===== config.mk =====
export PLATFORM = sky130hd
export DESIGN_NAME = dnrf_word_unit
export DESIGN_NICKNAME = d
export VERILOG_FILES = /design/src/hdl/dnrf_pkg.sv /design/src/hdl/dnrf_word_unit.sv
export SDC_FILE = /design/constraint.sdc
export NUM_CORES = 1
export LEC_CHECK = 0
export BUFFER_PORTS_ARGS = -buffer_cell sky130_fd_sc_hd__clkbuf_2
export CAP_MARGIN = 25
export CORE_ASPECT_RATIO = 1.75
export CORE_MARGIN = 2
export CORE_UTILIZATION = 65
export DETAILED_ROUTE_END_ITERATION = 8
export GPL_TIMING_DRIVEN = 0
export PLACE_DENSITY = 0.9
export SETUP_SLACK_MARGIN = 0.2
export SLEW_MARGIN = 30
export SYNTH_ARGS = -nofsm -noshare
export SYNTH_HDL_FRONTEND = slang
export SYNTH_SLANG_ARGS = --single-unit
export TNS_END_PERCENT = 1

===== constraint.sdc =====
create_clock -name vclk -period 12.22
set_clock_uncertainty 0.1 [all_clocks]
set_input_delay 2.444 -clock vclk [all_inputs]
set_output_delay 2.444 -clock vclk [all_outputs]
set_load 0.02 [all_outputs]

===== src/hdl/dnrf_pkg.sv =====
// Shared definitions for the device number range filter.
// Request codes, number width and the control bundle for the word unit.
// No dependencies.
package dnrf_pkg;

    localparam int DNRF_NUMBER_COUNT = 65536;
    localparam int DNRF_WORD_BITS    = 64;

    // Width of the request fields, and of internal numbers (must hold NUMBER_COUNT).
    localparam int FIELD_W = 16;
    localparam int NUM_W   = 17;

    localparam logic [2:0] REQ_ADD      = 3'd0;
    localparam logic [2:0] REQ_FREE     = 3'd1;
    localparam logic [2:0] REQ_FREE_ALL = 3'd2;
    localparam logic [2:0] REQ_TEST     = 3'd3;
    localparam logic [2:0] REQ_FIND     = 3'd4;

    typedef struct packed {
        logic [2:0]       req;
        logic [NUM_W-1:0] base;    // number of bit 0 of the word on the read port
        logic [NUM_W-1:0] lo_num;  // range start
        logic [NUM_W-1:0] hi_num;  // range end, exclusive
        logic [NUM_W-1:0] query;
        logic [NUM_W-1:0] start;   // search start
        logic [NUM_W-1:0] zfrom;   // first number checked for a clear bit
        logic             open;    // run started, looking for its end
    } dnrf_ctl_t;

    typedef struct packed {
        logic listed;
        logic cand_any;
    } dnrf_stat_t;

    function automatic logic [NUM_W-1:0] to_num(input logic [FIELD_W-1:0] v);
        to_num = {{(NUM_W - FIELD_W){1'b0}}, v};
    endfunction

endpackage


===== src/hdl/dnrf_word_unit.sv =====
// Per-word logic: range masks for set/clear, bit test, and the
// lowest-candidate search used to find run starts and run ends.
// Depends on dnrf_pkg.
module dnrf_word_unit
    import dnrf_pkg::*;
#(
    parameter int WORD_BITS = DNRF_WORD_BITS,
    localparam int IDX_W = $clog2(WORD_BITS),
    localparam int OFF_W = $clog2(WORD_BITS + 1)
) (
    input  dnrf_ctl_t            ctl,
    input  logic [WORD_BITS-1:0] rd_word,
    output logic [WORD_BITS-1:0] wr_word,
    output dnrf_stat_t           stat,
    output logic [IDX_W-1:0]     idx
);

    // Offset of num inside the word at base, clamped to 0..WORD_BITS.
    function automatic logic [OFF_W-1:0] word_off(input logic [NUM_W-1:0] num,
                                                  input logic [NUM_W-1:0] base);
        logic [NUM_W-1:0] diff;
        diff = num - base;
        if (num <= base)
        begin
            word_off = '0;
        end
        else if (diff >= NUM_W'(WORD_BITS))
        begin
            word_off = OFF_W'(WORD_BITS);
        end
        else
        begin
            word_off = diff[OFF_W-1:0];
        end
    endfunction

    function automatic logic [WORD_BITS-1:0] ge_mask(input logic [OFF_W-1:0] off);
        logic [WORD_BITS-1:0] m;
        for (int i = 0; i < WORD_BITS; i++)
        begin
            m[i] = (OFF_W'(i) >= off);
        end
        ge_mask = m;
    endfunction

    logic [WORD_BITS-1:0] range_mask;
    logic [WORD_BITS-1:0] query_mask;
    logic [OFF_W-1:0]     scan_off;
    logic [WORD_BITS-1:0] cand;
    logic [WORD_BITS-1:0] lowest;

    always_comb
    begin
        range_mask = ge_mask(word_off(ctl.lo_num, ctl.base))
                   & ~ge_mask(word_off(ctl.hi_num, ctl.base));
        query_mask = ge_mask(word_off(ctl.query, ctl.base))
                   & ~ge_mask(word_off(ctl.query + NUM_W'(1), ctl.base));

        if (ctl.req == REQ_ADD)
        begin
            wr_word = rd_word | range_mask;
        end
        else
        begin
            wr_word = rd_word & ~range_mask;
        end

        // Before a run: first set bit at or after start. Inside a run: first clear bit.
        scan_off = ctl.open ? word_off(ctl.zfrom, ctl.base) : word_off(ctl.start, ctl.base);
        cand     = (ctl.open ? ~rd_word : rd_word) & ge_mask(scan_off);
        lowest   = cand & (~cand + WORD_BITS'(1));

        idx = '0;
        for (int i = 0; i < WORD_BITS; i++)
        begin
            for (int j = 0; j < IDX_W; j++)
            begin
                if (((i >> j) & 1) == 1)
                begin
                    idx[j] = idx[j] | lowest[i];
                end
            end
        end

        stat.listed   = |(rd_word & query_mask);
        stat.cand_any = |cand;
    end

endmodule


==> results of run 1 <==
-- cells by family after synthesis --
group           count (synthesis)
simple gates                  946
compound gates                850
buf+inv                       226
mux                            75
fa+ha+maj                     110
xor+xnor                      116
-- metal layers --
layer  GRT usage  GRT overflow
met5       0.435             5
met1       0.718             4
met3       0.617            19
met4       0.761            47
met2       0.919            58
-- stage by stage --
stage,std cells,setup slack (ps)
CTS,2858,562
detailed placement,2858,598
global placement,2858,796
floorplan,2323,2150
==> impl_metrics.ini, run 1 <==
[run_status]
status = did not finish
stop_stage = 5_1_grt
error = [ERROR GRT-0116] Global routing finished with congestion. Check the congestion regions in the DRC Viewer.

[clock_tree]
post_cts_buffers = 0
hold_buffers = 0
cts_resized = 0

[floorplan]
rows = 73
dieWidth_microns = 119
initial_core_util = 0.658
fp.dieH_microns = 204
pin_count = 242

[synth]
synth-simple-area-share = 0.322
ys_seq_area_frac = 0
synth_commonest_cells = nand2_1, nor2_1, a21oi_1, o21ai_0, nand3_1
muxShareOfSynthArea = 0.0561
synth_top_area_cell = ha_1
synthCells = 2323
synth_top_area_frac = 0.0864
yosys.cell_types.count = 98
synth_warnings = 0
synth.most_common_cell = nand2_1
synth_top_family_by_area = compound AO/OA/AOI/OAI gates
synth_area_per_cell_sq_um = 6.42
synthAdderAreaFrac = 0.0951
netlist_area_sq_um = 14900
synth.area.top_cells = ha_1, a21oi_1, o21ai_0
syn-num-nets = 2602
synthXorXnorAreaFrac = 0.0686
synth_compound_area_frac = 0.396

[placed_design]
port_buffers = 235
gp_congestion = 1.52
place_area_sq_um = 16500
place_hpwl_microns = 62600

[grt]
grt_pass1_wl_microns = 141000
grt_pass1_vias = 23300
grt_overflow_total = 133
grt_max_degree = 11
grt_usage = 0.752
==> run 2: changes to the inputs <==
CORE_ASPECT_RATIO = not set   (was 1.75)
CORE_UTILIZATION = 40   (was 65)
PLACE_DENSITY = not set   (was 0.9)
PLACE_DENSITY_LB_ADDON = 0.15   (was not set)
SETUP_SLACK_MARGIN = not set   (was 0.2)
==> impl_metrics.ini, run 2 <==
[run_status]
status = completed

[layout]
nNetsFinal = 2840
seq_cell_count = 0
areaGrowthSynthToFinish_pct = 12.1
mostFrequentLayoutCells = clkbuf_2, nand2_1, nor2_1
layout-drive-gt1-share = 0.159
layoutNonFillerInstCount = 3028
seq_area_sq_um = 0
multi_input_area_sq_um = 14000
n_clock_buffer = 0
fillers = 3937
layout_commonest_cell = clkbuf_2

[route]
route.detailed.drc = 0
drt_iter0_drc = 3192
post_drt_wl_per_cell_microns = 29.2
wl_met2_microns = 37600
dr.max_layer_used = met4
via_per_inst = 7.19
ant_nets = 0
num_vias = 21800
met1_length_microns = 33500
drtPass1Iterations = 8
drt-total-wl_microns = 88600
wl_met3_microns = 10100

[synth]
synthCells = 2323
ys_seq_area_frac = 0
synth_top_area_cell = ha_1
synth_top_area_frac = 0.0864
syn-num-nets = 2602
synth.most_common_cell = nand2_1
synth.area.top_cells = ha_1, a21oi_1, o21ai_0
synth_area_per_cell_sq_um = 6.42
synth_commonest_cells = nand2_1, nor2_1, a21oi_1, o21ai_0, nand3_1
yosys.cell_types.count = 98
netlist_area_sq_um = 14900
synth_warnings = 0

[placed_design]
port_buffers = 235
place_hpwl_microns = 72700
placedCellCount = 3027
gp_congestion = 1.12

[timing]
rsz0062_at_grt = false
maxSlewViolCount = 0
finalHoldViolCount = 0
finalCriticalPeriod_ps = 11960
setup_violations = 0
slew_headroom = 0.214
post-route-period-util = 0.978
fin_setup_tns_ps = 0
fmax_mhz = 83.6
tightestPinTransition_ps = 1170

[grt]
grt_overflow_total = 0
grt_max_degree = 11
grt_pass1_vias = 20300
grt_pass1_wl_microns = 128000
grt_usage = 0.436
antenna_found_initial = 2

[hold_path]
hold_path_startpoint = rd_word[46]
hp-class = input port to output port

[floorplan]
fp.dieH_microns = 197
pin_count = 242
coreArea_sq_um = 36700
dieWidth_microns = 197
rows = 70
initial_core_util = 0.406
dieArea_sq_um = 38900

[setup_path]
crit_buf_inv = 4
worstSetupPathDepth = 25
cp.arrival_ps = 9410
crit_end = stat[1]
critPathTopFamily = compound AO/OA/AOI/OAI gates
cp-start-kind = input port
required_ps = 9680
crit_slowest_cell = o31ai_1
worstSetupEndpointType = output port
max_stage_delay_ps = 560
crit_type = input port to output port
crit_top_cell = a21o_1
critPathLaunch = ctl[37]
path_max_fanout = 10

[pwr]
power.density_nw_per_um2 = 68.4
p_total_mw = 1.14
seq_power_share = 0
ir_worst_vdd_mv = 0.0508
leakage_nw = 6.66
cellInternalPower_mw = 0.345
pwr-share-comb = 1.000
power.share.switching = 0.698
clockPowerShare = 0
switchingPower_mw = 0.798

[clock_tree]
post_cts_buffers = 0
cts_resized = 0
hold_buffers = 0

[run]
drv_cap = 0
[run 2: power by group through the flow]
stage                    clock, mW  sequential, mW  combinational [mW]
CTS                              0               0                1.08
global route                     0               0                1.20
detailed placement               0               0                1.08
floorplan                        0               0               0.705
finish              0.000000000274               0                1.14
global placement                 0               0                1.08
[run 2: final cells by class]
| class | instances | share of cell area |
|---|---|---|
| Timing Repair Buffer | 236 | 0.0706 |
| Antenna cell | 1 | 0.000150 |
| Tap cell | 468 | 0.0350 |
| Inverter | 104 | 0.0233 |
| Buffer | 122 | 0.0325 |
| Multi-Input combinational cell | 2097 | 0.838 |
[run 2: tightest hold or removal path, cell delays in order]
cell	delay, ps
clkbuf_2	140
mux2_2	160
clkbuf_2	160
[run 2: cell families (layout without fill, tap and decap cells)]
| family | Yosys count | in the layout | share of synthesized area |
|---|---|---|---|
| other | 0 | 1 | 0 |
| AND/OR/NAND/NOR | 946 | 946 | 0.322 |
| adder cells (fa/ha/maj) | 110 | 110 | 0.0951 |
| buffers and inverters | 226 | 462 | 0.0627 |
| XOR/XNOR | 116 | 116 | 0.0686 |
| multiplexers | 75 | 75 | 0.0561 |
| AO/OA/AOI/OAI | 850 | 850 | 0.396 |
[run 2: how the worst min path moves through the flow]
stage	depth (start not counted)	to	slack, ps
floorplan	1	wr_word[0]	4980
global placement	3	wr_word[36]	5230
detailed placement	3	wr_word[36]	5240
CTS	3	wr_word[36]	5240
global route	3	wr_word[46]	5260
finish	3	wr_word[46]	5250
[run 2: per-layer routing]
layer | GRT usage | vias up
met4 | 0.275 | 0
met2 | 0.689 | 1639
met3 | 0.0949 | 419
met5 | 0 | -
met1 | 0.537 | 10200
li1 | - | 9502
[run 2: metrics by stage]
| stage | hold slack (ps) | setup slack [ps] | utilization | area [sq um] |
|---|---|---|---|---|
| final | 5250 | 263 | 0.456 | 16700 |
| after global routing | 5260 | 21.6 | 0.456 | 16700 |
| after CTS | 5240 | 507 | 0.455 | 16700 |
| after detailed placement | 5240 | 523 | 0.455 | 16700 |
| after global placement | 5230 | 73.8 | 0.454 | 16700 |
| after floorplan | 4980 | 2150 | - | 14900 |
Note: power is estimated with default switching activity, not from simulation.
